`src/rtl/pbsa_pkg.sv`:
```
// -----------------------------------------------------------------------------
// Paged bitmap slot allocator package
// Field widths, operation and status codes, register indexes and shared types.
// -----------------------------------------------------------------------------
`default_nettype none

package pbsa_pkg;

  localparam int IDX_W          = 11;
  localparam int OP_W           = 2;
  localparam int ST_W           = 2;
  localparam int ADDR_W         = 32;
  localparam int BIT_W          = 6;
  localparam int PAGE_W         = IDX_W - BIT_W;
  localparam int SLOTS_PER_PAGE = 64;
  localparam int CFG_AW         = 3;
  localparam int CFG_DW         = 16;
  localparam int HDR_W          = 8;
  localparam int SLOT_W         = 8;
  localparam int IN_TDATA_W     = 16;
  localparam int IN_TUSER_W     = 2;
  localparam int OUT_TDATA_W    = 80;
  localparam int OUT_TUSER_W    = 3;

  localparam logic [OP_W-1:0] OP_ALLOC = 2'd0;
  localparam logic [OP_W-1:0] OP_FREE  = 2'd1;
  localparam logic [OP_W-1:0] OP_XLATE = 2'd2;

  localparam logic [ST_W-1:0] ST_OK    = 2'd0;
  localparam logic [ST_W-1:0] ST_FULL  = 2'd1;
  localparam logic [ST_W-1:0] ST_RANGE = 2'd2;

  localparam logic [CFG_AW-1:0] REG_START_ADDR  = 3'd0;
  localparam logic [CFG_AW-1:0] REG_ROOT_OFFSET = 3'd1;
  localparam logic [CFG_AW-1:0] REG_PAGE_BYTES  = 3'd2;
  localparam logic [CFG_AW-1:0] REG_HDR_BYTES   = 3'd3;
  localparam logic [CFG_AW-1:0] REG_SLOT_BYTES  = 3'd4;

  localparam logic [CFG_DW-1:0] RST_START_ADDR  = 16'd64;
  localparam logic [CFG_DW-1:0] RST_ROOT_OFFSET = 16'd16;
  localparam logic [CFG_DW-1:0] RST_PAGE_BYTES  = 16'd1552;
  localparam logic [HDR_W-1:0]  RST_HDR_BYTES   = 8'd16;
  localparam logic [SLOT_W-1:0] RST_SLOT_BYTES  = 8'd24;

  typedef enum logic [2:0] {
    K_ALLOC = 3'd0,
    K_CLEAR = 3'd1,
    K_ROOT  = 3'd2,
    K_FREE  = 3'd3,
    K_XLATE = 3'd4,
    K_BAD   = 3'd5
  } kind_t;

  typedef struct packed {
    kind_t              kind;
    logic [IDX_W-1:0]   idx;
    logic [PAGE_W-1:0]  page;
    logic [BIT_W-1:0]   bit_sel;
  } req_t;

  typedef struct packed {
    logic valid;
    req_t req;
  } fe_out_t;

  typedef struct packed {
    logic [ST_W-1:0]   status;
    logic [IDX_W-1:0]  result_index;
    logic [ADDR_W-1:0] slot_address;
    logic              page_added;
    logic [ADDR_W-1:0] new_page_address;
  } result_t;

endpackage

`default_nettype wire

```
`src/rtl/pbsa_ram.sv`:
```
// -----------------------------------------------------------------------------
// Generic single-port-write RAM
// One write port and one read port with registered read data.
// -----------------------------------------------------------------------------
`default_nettype none

module pbsa_ram #(
  parameter int WIDTH = 64,
  parameter int DEPTH = 16
) (
  input  wire logic                                       clk,
  input  wire logic                                       we,
  input  wire logic [((DEPTH > 1) ? $clog2(DEPTH) : 1)-1:0] waddr,
  input  wire logic [WIDTH-1:0]                           wdata,
  input  wire logic                                       re,
  input  wire logic [((DEPTH > 1) ? $clog2(DEPTH) : 1)-1:0] raddr,
  output logic      [WIDTH-1:0]                           rdata
);

  logic [WIDTH-1:0] mem [DEPTH];

  always_ff @(posedge clk) begin
    if (we) begin
      mem[waddr] <= wdata;
    end
    if (re) begin
      rdata <= mem[raddr];
    end
  end

endmodule

`default_nettype wire

```
`src/rtl/pbsa_front.sv`:
```
// -----------------------------------------------------------------------------
// Slot allocator request front end
// Accepts request words, decodes them and queues them for the back end.
// -----------------------------------------------------------------------------
`default_nettype none

module pbsa_front
  import pbsa_pkg::*;
(
  input  wire logic              clk,
  input  wire logic              rst_n,
  input  wire logic              in_valid,
  output logic                   in_ready,
  input  wire logic [OP_W-1:0]   in_op,
  input  wire logic [IDX_W-1:0]  in_idx,
  output fe_out_t                fe_o,
  input  wire logic              fe_pop
);

  localparam logic [1:0] QFULL = 2'd2;

  req_t       q_r [2];
  logic       wr_ptr_r, wr_ptr_nxt;
  logic       rd_ptr_r, rd_ptr_nxt;
  logic [1:0] cnt_r, cnt_nxt;
  req_t       dec;
  logic [IDX_W-1:0] idx_m1;
  logic       idx_zero;
  logic       push;
  logic       pop;

  assign idx_m1   = in_idx - IDX_W'(1);
  assign idx_zero = (in_idx == '0);

  always_comb begin
    dec.idx     = in_idx;
    dec.page    = idx_m1[IDX_W-1:BIT_W];
    dec.bit_sel = idx_m1[BIT_W-1:0];
    case (in_op)
      OP_ALLOC: begin
        dec.kind = K_ALLOC;
      end
      OP_FREE: begin
        dec.kind = idx_zero ? K_CLEAR : K_FREE;
      end
      OP_XLATE: begin
        dec.kind = idx_zero ? K_ROOT : K_XLATE;
      end
      default: begin
        dec.kind = K_BAD;
      end
    endcase
  end

  assign in_ready   = (cnt_r != QFULL);
  assign push       = in_valid && in_ready;
  assign pop        = fe_pop && (cnt_r != 2'd0);
  assign fe_o.valid = (cnt_r != 2'd0);
  assign fe_o.req   = q_r[rd_ptr_r];

  always_comb begin
    wr_ptr_nxt = push ? ~wr_ptr_r : wr_ptr_r;
    rd_ptr_nxt = pop ? ~rd_ptr_r : rd_ptr_r;
    cnt_nxt    = cnt_r + 2'(push) - 2'(pop);
  end

  always_ff @(posedge clk) begin
    if (!rst_n) begin
      wr_ptr_r <= 1'b0;
      rd_ptr_r <= 1'b0;
      cnt_r    <= 2'd0;
    end else begin
      wr_ptr_r <= wr_ptr_nxt;
      rd_ptr_r <= rd_ptr_nxt;
      cnt_r    <= cnt_nxt;
    end
  end

  always_ff @(posedge clk) begin
    if (push) begin
      q_r[wr_ptr_r] <= dec;
    end
  end

endmodule

`default_nettype wire

```
`src/rtl/pbsa_back.sv`:
```
// -----------------------------------------------------------------------------
// Slot allocator back end
// Holds the page state and runs allocate, free and translate requests.
// -----------------------------------------------------------------------------
`default_nettype none

module pbsa_back
  import pbsa_pkg::*;
#(
  parameter int MAX_PAGES = 16
) (
  input  wire logic               clk,
  input  wire logic               rst_n,
  input  wire logic               cfg_we,
  input  wire logic [CFG_AW-1:0]  cfg_addr,
  input  wire logic [CFG_DW-1:0]  cfg_wdata,
  input  wire fe_out_t            fe_i,
  output logic                    fe_pop,
  output logic                    out_valid,
  input  wire logic               out_ready,
  output result_t                 res_o
);

  localparam int PG_W   = (MAX_PAGES > 1) ? $clog2(MAX_PAGES) : 1;
  localparam int CNT_W  = $clog2(MAX_PAGES + 1);
  localparam int CMP_W  = (CNT_W > PAGE_W) ? CNT_W : PAGE_W;
  localparam int CHUNK  = 16;
  localparam int POS_W  = 4;
  localparam int NCHUNK = (MAX_PAGES + CHUNK - 1) / CHUNK;
  localparam int CH_W   = (NCHUNK > 1) ? $clog2(NCHUNK) : 1;
  localparam int PROD_W = BIT_W + SLOT_W;
  localparam int MAP_W  = SLOTS_PER_PAGE;

  typedef enum logic [5:0] {
    S_IDLE = 6'b000001,
    S_SCAN = 6'b000010,
    S_RD   = 6'b000100,
    S_DATA = 6'b001000,
    S_ADDR = 6'b010000,
    S_DONE = 6'b100000
  } state_t;

  state_t             state_r, state_nxt;
  logic [CNT_W-1:0]   cnt_r, cnt_nxt;
  logic [ADDR_W-1:0]  end_r, end_nxt;
  logic [MAX_PAGES-1:0] full_r, full_nxt;
  logic               out_valid_r, out_valid_nxt;
  logic [CFG_DW-1:0]  start_r, start_nxt;
  logic [CFG_DW-1:0]  root_r, root_nxt;
  logic [CFG_DW-1:0]  pbytes_r, pbytes_nxt;
  logic [HDR_W-1:0]   hdr_r, hdr_nxt;
  logic [SLOT_W-1:0]  sbytes_r, sbytes_nxt;

  kind_t              kind_r, kind_nxt;
  logic [PG_W-1:0]    page_r, page_nxt;
  logic [BIT_W-1:0]   bpos_r, bpos_nxt;
  logic [CH_W-1:0]    chunk_r, chunk_nxt;
  logic [ST_W-1:0]    status_r, status_nxt;
  logic [IDX_W-1:0]   resid_r, resid_nxt;
  logic [ADDR_W-1:0]  addr_r, addr_nxt;
  logic               added_r, added_nxt;
  logic [ADDR_W-1:0]  newbase_r, newbase_nxt;
  result_t            res_r, res_nxt;

  logic [NCHUNK*CHUNK-1:0] avail;
  logic [CHUNK-1:0]   chunk_bits;
  logic               found_any;
  logic [POS_W-1:0]   found_pos;
  logic [PG_W-1:0]    scan_page;
  logic [BIT_W-1:0]   ffz_pos;
  logic               cnt_full;
  logic               out_free;
  logic               in_range;
  logic [PROD_W-1:0]  prod;
  logic [ADDR_W-1:0]  base_sel;

  logic               map_we;
  logic [PG_W-1:0]    map_waddr;
  logic [MAP_W-1:0]   map_wdata;
  logic [MAP_W-1:0]   map_rdata;
  logic               base_we;
  logic [ADDR_W-1:0]  base_rdata;
  logic               rd_en;

  pbsa_ram #(
    .WIDTH (MAP_W),
    .DEPTH (MAX_PAGES)
  ) u_map_ram (
    .clk   (clk),
    .we    (map_we),
    .waddr (map_waddr),
    .wdata (map_wdata),
    .re    (rd_en),
    .raddr (page_r),
    .rdata (map_rdata)
  );

  pbsa_ram #(
    .WIDTH (ADDR_W),
    .DEPTH (MAX_PAGES)
  ) u_base_ram (
    .clk   (clk),
    .we    (base_we),
    .waddr (PG_W'(cnt_r)),
    .wdata (end_r),
    .re    (rd_en),
    .raddr (page_r),
    .rdata (base_rdata)
  );

  for (genvar g = 0; g < NCHUNK * CHUNK; g++) begin : g_avail
    if (g < MAX_PAGES) begin : g_live
      assign avail[g] = (CNT_W'(g) < cnt_r) && !full_r[g];
    end else begin : g_pad
      assign avail[g] = 1'b0;
    end
  end

  assign chunk_bits = avail[chunk_r*CHUNK +: CHUNK];
  assign found_any  = |chunk_bits;
  assign scan_page  = PG_W'({chunk_r, found_pos});
  assign cnt_full   = (cnt_r == CNT_W'(MAX_PAGES));
  assign out_free   = !out_valid_r || out_ready;
  assign in_range   = CMP_W'(fe_i.req.page) < CMP_W'(cnt_r);
  assign prod       = {{SLOT_W{1'b0}}, bpos_r} * {{BIT_W{1'b0}}, sbytes_r};
  assign base_sel   = added_r ? newbase_r : base_rdata;
  assign map_waddr  = (state_r == S_SCAN) ? PG_W'(cnt_r) : page_r;

  always_comb begin
    found_pos = '0;
    for (int j = CHUNK - 1; j >= 0; j--) begin
      if (chunk_bits[j]) begin
        found_pos = POS_W'(j);
      end
    end
  end

  always_comb begin
    ffz_pos = '0;
    for (int j = MAP_W - 1; j >= 0; j--) begin
      if (!map_rdata[j]) begin
        ffz_pos = BIT_W'(j);
      end
    end
  end

  always_comb begin
    start_nxt  = start_r;
    root_nxt   = root_r;
    pbytes_nxt = pbytes_r;
    hdr_nxt    = hdr_r;
    sbytes_nxt = sbytes_r;
    if (cfg_we) begin
      case (cfg_addr)
        REG_START_ADDR:  start_nxt  = cfg_wdata;
        REG_ROOT_OFFSET: root_nxt   = cfg_wdata;
        REG_PAGE_BYTES:  pbytes_nxt = cfg_wdata;
        REG_HDR_BYTES:   hdr_nxt    = cfg_wdata[HDR_W-1:0];
        REG_SLOT_BYTES:  sbytes_nxt = cfg_wdata[SLOT_W-1:0];
        default: begin
        end
      endcase
    end
  end

  always_comb begin
    state_nxt     = state_r;
    cnt_nxt       = cnt_r;
    end_nxt       = end_r;
    full_nxt      = full_r;
    out_valid_nxt = (out_valid_r && out_ready) ? 1'b0 : out_valid_r;
    kind_nxt      = kind_r;
    page_nxt      = page_r;
    bpos_nxt      = bpos_r;
    chunk_nxt     = chunk_r;
    status_nxt    = status_r;
    resid_nxt     = resid_r;
    addr_nxt      = addr_r;
    added_nxt     = added_r;
    newbase_nxt   = newbase_r;
    res_nxt       = res_r;
    fe_pop        = 1'b0;
    map_we        = 1'b0;
    map_wdata     = map_rdata;
    base_we       = 1'b0;
    rd_en         = 1'b0;

    case (state_r)
      S_IDLE: begin
        if (fe_i.valid) begin
          fe_pop      = 1'b1;
          kind_nxt    = fe_i.req.kind;
          page_nxt    = PG_W'(fe_i.req.page);
          bpos_nxt    = fe_i.req.bit_sel;
          chunk_nxt   = '0;
          status_nxt  = ST_OK;
          resid_nxt   = fe_i.req.idx;
          addr_nxt    = '0;
          added_nxt   = 1'b0;
          newbase_nxt = '0;
          case (fe_i.req.kind)
            K_ALLOC: begin
              resid_nxt = '0;
              state_nxt = S_SCAN;
            end
            K_CLEAR: begin
              cnt_nxt   = '0;
              end_nxt   = ADDR_W'(start_r);
              full_nxt  = '0;
              state_nxt = S_DONE;
            end
            K_ROOT: begin
              addr_nxt  = ADDR_W'(root_r);
              state_nxt = S_DONE;
            end
            K_FREE, K_XLATE: begin
              if (in_range) begin
                state_nxt = S_RD;
              end else begin
                status_nxt = ST_RANGE;
                state_nxt  = S_DONE;
              end
            end
            default: begin
              status_nxt = ST_RANGE;
              state_nxt  = S_DONE;
            end
          endcase
        end
      end
      S_SCAN: begin
        if (found_any) begin
          page_nxt  = scan_page;
          state_nxt = S_RD;
        end else if (chunk_r == CH_W'(NCHUNK - 1)) begin
          if (!cnt_full) begin
            map_we                  = 1'b1;
            map_wdata               = MAP_W'(1);
            base_we                 = 1'b1;
            full_nxt[PG_W'(cnt_r)]  = 1'b0;
            page_nxt                = PG_W'(cnt_r);
            bpos_nxt                = '0;
            added_nxt               = 1'b1;
            newbase_nxt             = end_r;
            end_nxt                 = end_r + ADDR_W'(pbytes_r);
            cnt_nxt                 = cnt_r + CNT_W'(1);
            state_nxt               = S_ADDR;
          end else begin
            status_nxt = ST_FULL;
            state_nxt  = S_DONE;
          end
        end else begin
          chunk_nxt = chunk_r + CH_W'(1);
        end
      end
      S_RD: begin
        rd_en     = 1'b1;
        state_nxt = S_DATA;
      end
      S_DATA: begin
        case (kind_r)
          K_ALLOC: begin
            map_we           = 1'b1;
            map_wdata        = map_rdata | (MAP_W'(1) << ffz_pos);
            full_nxt[page_r] = &map_wdata;
            bpos_nxt         = ffz_pos;
            state_nxt        = S_ADDR;
          end
          K_FREE: begin
            map_we           = 1'b1;
            map_wdata        = map_rdata & ~(MAP_W'(1) << bpos_r);
            full_nxt[page_r] = 1'b0;
            state_nxt        = S_DONE;
          end
          default: begin
            state_nxt = S_ADDR;
          end
        endcase
      end
      S_ADDR: begin
        addr_nxt = base_sel + ADDR_W'(hdr_r) + ADDR_W'(prod);
        if (kind_r == K_ALLOC) begin
          resid_nxt = IDX_W'({page_r, bpos_r}) + IDX_W'(1);
        end
        state_nxt = S_DONE;
      end
      S_DONE: begin
        if (out_free) begin
          res_nxt.status           = status_r;
          res_nxt.result_index     = resid_r;
          res_nxt.slot_address     = addr_r;
          res_nxt.page_added       = added_r;
          res_nxt.new_page_address = newbase_r;
          out_valid_nxt            = 1'b1;
          state_nxt                = S_IDLE;
        end
      end
      default: begin
        state_nxt = S_IDLE;
      end
    endcase
  end

  always_ff @(posedge clk) begin
    if (!rst_n) begin
      state_r     <= S_IDLE;
      cnt_r       <= '0;
      end_r       <= ADDR_W'(RST_START_ADDR);
      full_r      <= '0;
      out_valid_r <= 1'b0;
      start_r     <= RST_START_ADDR;
      root_r      <= RST_ROOT_OFFSET;
      pbytes_r    <= RST_PAGE_BYTES;
      hdr_r       <= RST_HDR_BYTES;
      sbytes_r    <= RST_SLOT_BYTES;
    end else begin
      state_r     <= state_nxt;
      cnt_r       <= cnt_nxt;
      end_r       <= end_nxt;
      full_r      <= full_nxt;
      out_valid_r <= out_valid_nxt;
      start_r     <= start_nxt;
      root_r      <= root_nxt;
      pbytes_r    <= pbytes_nxt;
      hdr_r       <= hdr_nxt;
      sbytes_r    <= sbytes_nxt;
    end
  end

  always_ff @(posedge clk) begin
    kind_r    <= kind_nxt;
    page_r    <= page_nxt;
    bpos_r    <= bpos_nxt;
    chunk_r   <= chunk_nxt;
    status_r  <= status_nxt;
    resid_r   <= resid_nxt;
    addr_r    <= addr_nxt;
    added_r   <= added_nxt;
    newbase_r <= newbase_nxt;
    res_r     <= res_nxt;
  end

  assign out_valid = out_valid_r;
  assign res_o     = res_r;

endmodule

`default_nettype wire

```
`src/rtl/paged_bitmap_slot_allocator.sv`:
```
// -----------------------------------------------------------------------------
// Paged bitmap slot allocator
// First-fit slot allocator over pages of 64 slots with address translation.
// -----------------------------------------------------------------------------
// Requests enter on the in_ stream: tuser carries the operation (allocate,
// free, translate) and tdata the slot index. Every request gives exactly one
// response word on the out_ stream, in request order, with the status and
// page-added flag in tuser and the index and addresses in tdata.
// Registers must be written through cfg_ only while no request is in flight;
// the user keeps to this, as the block does not enforce it. A two-entry
// queue decouples request intake from execution. Free or translate of index
// zero and rejected requests go straight to the response; an allocate scans
// the pages in 16-page groups and then appends a page, reports a full table
// or reads the chosen page's map and base, and a free or translate reads the
// page's map and base first. The execution sequencer handles one request at
// a time, so a new request starts only after the last one has given its
// response word; it reads each page's map and base from single-read-port RAMs.
// Reset empties all pages, restores the register defaults and needs no
// clearing pass. When the receiver stalls, the response word holds; one more
// request finishes into the sequencer and two wait in the queue before
// in_tready falls.
// -----------------------------------------------------------------------------
`default_nettype none

module paged_bitmap_slot_allocator
  import pbsa_pkg::*;
#(
  parameter int MAX_PAGES = 16
) (
  input  wire logic                   clk,
  input  wire logic                   rst_n,
  // Fields from bit 0: slot_index[10:0], zero fill.
  input  wire logic [IN_TDATA_W-1:0]  in_tdata,
  // Fields from bit 0: operation[1:0].
  input  wire logic [IN_TUSER_W-1:0]  in_tuser,
  input  wire logic                   in_tvalid,
  output logic                        in_tready,
  // Fields from bit 0: result_index[10:0], slot_address[42:11],
  // new_page_address[74:43], zero fill.
  output logic [OUT_TDATA_W-1:0]      out_tdata,
  // Fields from bit 0: status[1:0], page_added[2].
  output logic [OUT_TUSER_W-1:0]      out_tuser,
  output logic                        out_tvalid,
  input  wire logic                   out_tready,
  input  wire logic                   cfg_we,
  input  wire logic [CFG_AW-1:0]      cfg_addr,
  input  wire logic [CFG_DW-1:0]      cfg_wdata
);

  localparam int PAD_W = OUT_TDATA_W - IDX_W - 2 * ADDR_W;

  fe_out_t fe;
  logic    fe_pop;
  result_t res;

  pbsa_front u_front (
    .clk      (clk),
    .rst_n    (rst_n),
    .in_valid (in_tvalid),
    .in_ready (in_tready),
    .in_op    (in_tuser[OP_W-1:0]),
    .in_idx   (in_tdata[IDX_W-1:0]),
    .fe_o     (fe),
    .fe_pop   (fe_pop)
  );

  pbsa_back #(
    .MAX_PAGES (MAX_PAGES)
  ) u_back (
    .clk       (clk),
    .rst_n     (rst_n),
    .cfg_we    (cfg_we),
    .cfg_addr  (cfg_addr),
    .cfg_wdata (cfg_wdata),
    .fe_i      (fe),
    .fe_pop    (fe_pop),
    .out_valid (out_tvalid),
    .out_ready (out_tready),
    .res_o     (res)
  );

  assign out_tdata = {{PAD_W{1'b0}}, res.new_page_address, res.slot_address,
                      res.result_index};
  assign out_tuser = {res.page_added, res.status};

endmodule

`default_nettype wire

```
`config.mk`:
```
export PLATFORM = sky130hd
export DESIGN_NAME = paged_bitmap_slot_allocator
export DESIGN_NICKNAME = d
export VERILOG_FILES = /design/src/rtl/pbsa_pkg.sv /design/src/rtl/pbsa_ram.sv /design/src/rtl/pbsa_front.sv /design/src/rtl/pbsa_back.sv /design/src/rtl/paged_bitmap_slot_allocator.sv
export SDC_FILE = /design/constraint.sdc
export NUM_CORES = 2
export LEC_CHECK = 0
export BUFFER_PORTS_ARGS = -buffer_cell sky130_fd_sc_hd__buf_2
export CAP_MARGIN = 20
export CORE_ASPECT_RATIO = 1.1
export CORE_MARGIN = 3
export CORE_UTILIZATION = 32
export DETAILED_ROUTE_END_ITERATION = 7
export GPL_TIMING_DRIVEN = 0
export SYNTH_ARGS = -nofsm -noshare
export SYNTH_HDL_FRONTEND = slang
export SYNTH_SLANG_ARGS = --single-unit
```
`constraint.sdc`:
```
create_clock -name clk -period 12.6 [get_ports clk]
set_clock_uncertainty 0.1 [all_clocks]
set_input_delay 1.26 -clock clk [delete_from_list [all_inputs] [get_ports clk]]
set_output_delay 1.26 -clock clk [all_outputs]
set_load 0.005 [all_outputs]
```
After elaboration in Yosys (flattened, before gate mapping)
Memories as Yosys holds them, arrays and structs flattened. A register that Yosys moved wholly into a read port is not among the register bits. Cells that the tools add are included.

Memory bits (writable): 1586. Input bits: 42. Output and inout port bits: 85. Logic and storage cells: 355. Memories kept: 3. Flip-flop bits (word level): 298.

Memory list: u_back.u_map_ram.mem (depth 16, width 64, read ports 1, clocked after Yosys merged registers in 1, wr ports 1, RTL line pbsa_ram.sv:20) `logic [WIDTH-1:0] mem [DEPTH];`; u_back.u_base_ram.mem (depth 16, width 32, read ports 1, clocked after Yosys merged registers in 1, wr ports 1, RTL line pbsa_ram.sv:20); u_front.q_r (depth 2, width 25, read ports 1, clocked after Yosys merged registers in 1, wr ports 1, RTL line pbsa_front.sv:22) `req_t q_r [2];`.

$lt $le $gt $ge: 21. Mux-type cells: 181. Reductions and logical operators: 70. Shifts and indexed selects: 3. Add/sub/neg operators: 9. Eq/ne operators: 31. Bitwise gates (word level): 9. Multiply operators: 1.

Operators by type and width (count): $mux 6 (76); $mux 32 (11); $pmux 64 s2 (2); $mux 64 (3); $pmux 32 s2 (3); $shl 1x6->64 const A (2); $mux 16 (6); $mux 4 (21); $and 64x64->64 (1); $not 64->64 (1); $or 64x64->64 (1); $reduce_and 64->1 (1); $pmux 16 s3 (1); $lt 4x5->1 const A (8); $pmux 6 s6 (1); $mux 11 (3); $add 32x14->32 (1); $add 32x16->32 (1); $add 32x8->32 (1); $and 16x16->16 (2); $not 16->16 (2); $pmux 16 s2 (1); $mux 1 (27); $mux 5 (5); other kinds (61) (144).

Logic depth before layout (Yosys ltp)
Depth in word-level cells: 70. Depth in mapped cells: 25.

Modules after synthesis
Synthesis repeated with hierarchy kept, for this count alone.

Cell total of the unflattened synthesis: 4784. Area, all modules: 81354.3 µm².

By module, submodules not included: pbsa_ram (u_back.u_map_ram) (cells each 1647, times used 1, area an instance 40222.3 µm²); pbsa_ram (u_back.u_base_ram) (cells each 838, times used 1, area an instance 20155.6 µm²); pbsa_back (cells each 2157, times used 1, area an instance 18665.4 µm²); pbsa_front (cells each 136, times used 1, area an instance 2269.7 µm²); paged_bitmap_slot_allocator (cells each 6, times used 1, area an instance 41.3 µm²).

Worst setup path after synthesis
No wires, ideal clock.

Kind: reg-to-reg. Start: register u_back.state_r[4]. End: register u_back.u_base_ram.rdata[0] (read register of u_back.u_base_ram.mem), enable pin. Data arrival time: 7.986 ns. Buffers on the path: 1. Data required time: 11.810 ns. Library setup time: 0.690 ns. Slack: 3.825 ns. Cell stages (with the launch flop): 4. Path through: dfxtp_1 clkbuf_1 or4_1 nor3b_1.

Word-level cells in the longest chain between the ends: 2.

Ends and longest elaborated chain: from (decl) (RTL line pbsa_back.sv:43) `state_t state_r, state_nxt;`; from (signal assigned) (RTL line pbsa_back.sv:317) `state_r <= state_nxt;`; $eq 6x3->1 (RTL line pbsa_back.sv:188) `case (state_r)`; $mux 1 (RTL line pbsa_back.sv:188); to (decl) (RTL line pbsa_ram.sv:17) `output logic [WIDTH-1:0] rdata`.

No other way between the ends. A chain may end at the register's enable or synchronous reset.

Final worst setup path
Start: register u_back.added_r. End: register u_back.addr_r[22], data pin.

Word-level cells in the longest chain between the ends: 4.

Ends and longest elaborated chain: from (decl) (RTL line pbsa_back.sv:61) `logic added_r, added_nxt;`; from (signal assigned) (RTL line pbsa_back.sv:338) `added_r <= added_nxt;`; $mux 32 (RTL line pbsa_back.sv:126) `assign base_sel = added_r ? newbase_r : base_rdata;`; $add 32x8->32 (RTL line pbsa_back.sv:281) `addr_nxt = base_sel + ADDR_W'(hdr_r) + ADDR_W'(prod);`; $add 32x14->32 (RTL line pbsa_back.sv:281); $pmux 32 s2 (RTL line pbsa_back.sv:188); to (signal assigned) (RTL line pbsa_back.sv:337) `addr_r <= addr_nxt;`; to (decl) (RTL line pbsa_back.sv:60) `logic [ADDR_W-1:0] addr_r, addr_nxt;`.

No other way between the ends.

==> results.json <==
{
  "status": "finished, final reports clean",
  "cp_slowest_cell": "a21oi_1",
  "dieArea_um2": 261000,
  "cp.required_ps": 13100,
  "pin_count": 127,
  "async_flop_share_pct": 0,
  "post-place-ws_ps": 3490,
  "viasPerCell": 5.40,
  "grt_overflow": 0,
  "hp-class": "reg2reg",
  "grt_pass1_wl_um": 350000,
  "finalCritPeriodShare_pct": 70.7,
  "synth.avg_cell_area_um2": 17.8,
  "clk_latency_ps": 860,
  "post_cts.repair.setup_buffers": 0,
  "synth_edf_count": 1851,
  "ys.warnings.count": 0,
  "layout_commonest_cell": "edfxtp_1",
  "finalCriticalPeriod_ps": 8910,
  "drc": 0,
  "crit_type": "reg2reg",
  "rsz0062_at_grt": "false",
  "clkTransAtPathRegs_ps": 60,
  "syn_area_um2": 81700,
  "cts_buffer_depth": 3,
  "layout_common_cells": "1851 x edfxtp_1, 480 x mux4_2, 333 x nand2_1",
  "yosysSeqAreaShare_pct": 71.2,
  "tightestPinTransition_ps": 1200,
  "synthDistinctLibCells": 90,
  "numCtsBuffers": 197,
  "ir_drop_v": 0.000131,
  "first_pass_iters": 7,
  "p_leak_nw": 31.0,
  "cts_tree": "built",
  "wirelength_um": 247000,
  "clock.fmax_mhz": 112,
  "gp_congestion": 0.972,
  "drive_above_1_share_pct": 22.7,
  "fp.dieW_um": 488,
  "nets": 5237,
  "synth_flop_cell": "edfxtp_1",
  "cts.sinks": 1980,
  "grt_use_total_pct": 18.7,
  "crit_fanout": 10,
  "arrival_ps": 9420,
  "cp_common_cell": "inv_1",
  "cts_resized": 0,
  "hpwl_um": 171000,
  "hold_viol_final": 0,
  "die_h_um": 536,
  "dpl.cell_count": 8157,
  "grt_antenna_before_repair": 11,
  "h-tree-depth": 4,
  "setup_viol": 0,
  "whs_ps": 317,
  "core-area_um2": 253000,
  "antenna_left": 0,
  "detail_route.iter0.violations": 5124,
  "powerDensity_nw_per_um2": 196,
  "crit_path_start_kind": "register",
  "synthCells": 4585,
  "maxCapViolations": 0,
  "end_kind": "register",
  "post_layout_nonfiller_instances": 8568,
  "root_buffer": "clkbuf_16",
  "port_buffers": 115,
  "hold_buffers": 0,
  "num_rows": 193,
  "grt_max_degree": 36,
  "grt_pass1_vias": 46520,
  "final-max-slew-violation-count": 0,
  "start_util_pct": 32.3,
  "ys_ff_latch": 1980,
  "area_delta_synth_final_pct": 17.7,
  "relSlewSlack_pct": 20.3,
  "fin_ws_ps": 3690,
  "n_fill_cell": 22986,
  "post_drt_wl_per_cell_um": 28.8,
  "vias": 46301,
  "fin_tns_setup_ps": 0,
  "slowest_delay_ps": 810
}
kinds of logic (layout without fill, tap and decap cells):
kind of cell             after synthesis  after routing  synth area share [%]
AO/OA/AOI/OAI                        639            639                  5.04
XOR/XNOR                              66             66                 0.708
adder cells (fa/ha/maj)              113            113                  2.14
buffers and inverters                358           1019                  1.71
flip-flops                          1980           1980                  71.2
multiplexers                         541            541                  14.0
other                                  1              8               0.00459
AND/OR/NAND/NOR                      887            887                  5.15
synthesized netlist by cell type (all sizes together), types with 36 or more instances:
| master | instances | area, um^2 |
|---|---|---|
| edfxtp | 1851 | 55600 |
| mux4 | 480 | 10800 |
| nand2 | 335 | 1260 |
| a21oi | 225 | 1130 |
| nor2 | 192 | 723 |
| clkbuf | 163 | 614 |
| dfxtp | 129 | 2580 |
| o21ai | 126 | 634 |
| inv | 107 | 402 |
| buf | 87 | 379 |
| nand3 | 70 | 350 |
| ha | 69 | 863 |
| and2 | 63 | 394 |
| nor3 | 51 | 280 |
| fa | 44 | 881 |
| mux2i | 44 | 440 |
| xnor2 | 36 | 315 |
state kept, by name, summed over array words and instances, names as in the netlist, 4 cells and up, named ones only:
signal	flops
u_back.pbytes_r	16
u_back.u_base_ram.rdata	32
u_back.resid_r	11
u_back.u_base_ram.mem	512
u_back.start_r	16
u_back.cnt_r	5
u_back.root_r	16
u_back.u_map_ram.mem	1024
u_back.u_map_ram.rdata	64
u_back.addr_r	32
u_front.q_r	50
u_back.bpos_r	6
u_back.page_r	4
u_back.hdr_r	8
u_back.full_r	16
u_back.state_r	6
u_back.end_r	32
u_back.newbase_r	32
u_back.sbytes_r	8
u_back.res_o	78
power breakdown:
group | total [mW] | internal (mW) | switching (mW)
clock | 5.91 | 3.33 | 2.57
combinational | 5.17 | 2.24 | 2.93
sequential | 7.74 | 7.57 | 0.168
critical path: cells and delay by family (launching register included):
kind	cells	cell delay, ps
buffers and inverters	8	2600
AOI/OAI and AO/OA	7	2490
and+or+nand+nor	3	350
xor gates and xnor gates	1	220
muxes	1	740
adders and majority gates	5	1790
DFF	1	340
final timing paths:
| check | startpoint | endpoint | slack, ps | depth (start not counted) |
|---|---|---|---|---|
| setup / recovery | u_back.added_r$_DFFE_PP_ | u_back.addr_r[22]$_SDFFCE_PN0P_ | 3690 | 25 |
| hold / removal | u_back.addr_r[19]$_SDFFCE_PN0P_ | u_back.res_o[52]$_DFFE_PP_ | 320 | 0 |
| setup reg to reg | u_back.added_r$_DFFE_PP_ | u_back.addr_r[22]$_SDFFCE_PN0P_ | 3690 | 25 |
| hold reg to reg | u_back.addr_r[19]$_SDFFCE_PN0P_ | u_back.res_o[52]$_DFFE_PP_ | 320 | 0 |
per-layer routing:
metal,share of wire (%),up-vias,routed length (um),global-route usage [%]
met2,49,1973,121000,31.1
met1,41,24503,101000,24.9
met4,3.7,2,9120,6.47
met3,6.2,439,15400,2.75
li1,-,19384,-,-
met5,0.0053,-,13,0
layout make-up:
| cell class | count | area (um^2) | share of cell area [%] |
|---|---|---|---|
| Inverter | 108 | 405 | 0.422 |
| Clock inverter | 125 | 1390 | 1.45 |
| Clock buffer | 242 | 5160 | 5.37 |
| Sequential cell | 1980 | 58200 | 60.5 |
| Tap cell | 3315 | 4150 | 4.32 |
| Antenna cell | 3 | 7.51 | 0.00781 |
| Buffer | 250 | 1000 | 1.05 |
| Multi-Input combinational cell | 2251 | 22400 | 23.3 |
| Timing Repair Buffer | 294 | 3390 | 3.52 |
through the flow:
step / util, % / power [mW] / area, um^2
after floorplan: - / 11.1 / 81700
after global placement: 34.2 / 12.8 / 86400
after detailed placement: 35.3 / 13.0 / 89100
after CTS: 37.9 / 18.9 / 95600
after global routing: 38.0 / 19.6 / 96100
final: 38.0 / 18.8 / 96100
Power figures use the tool's default switching activity.
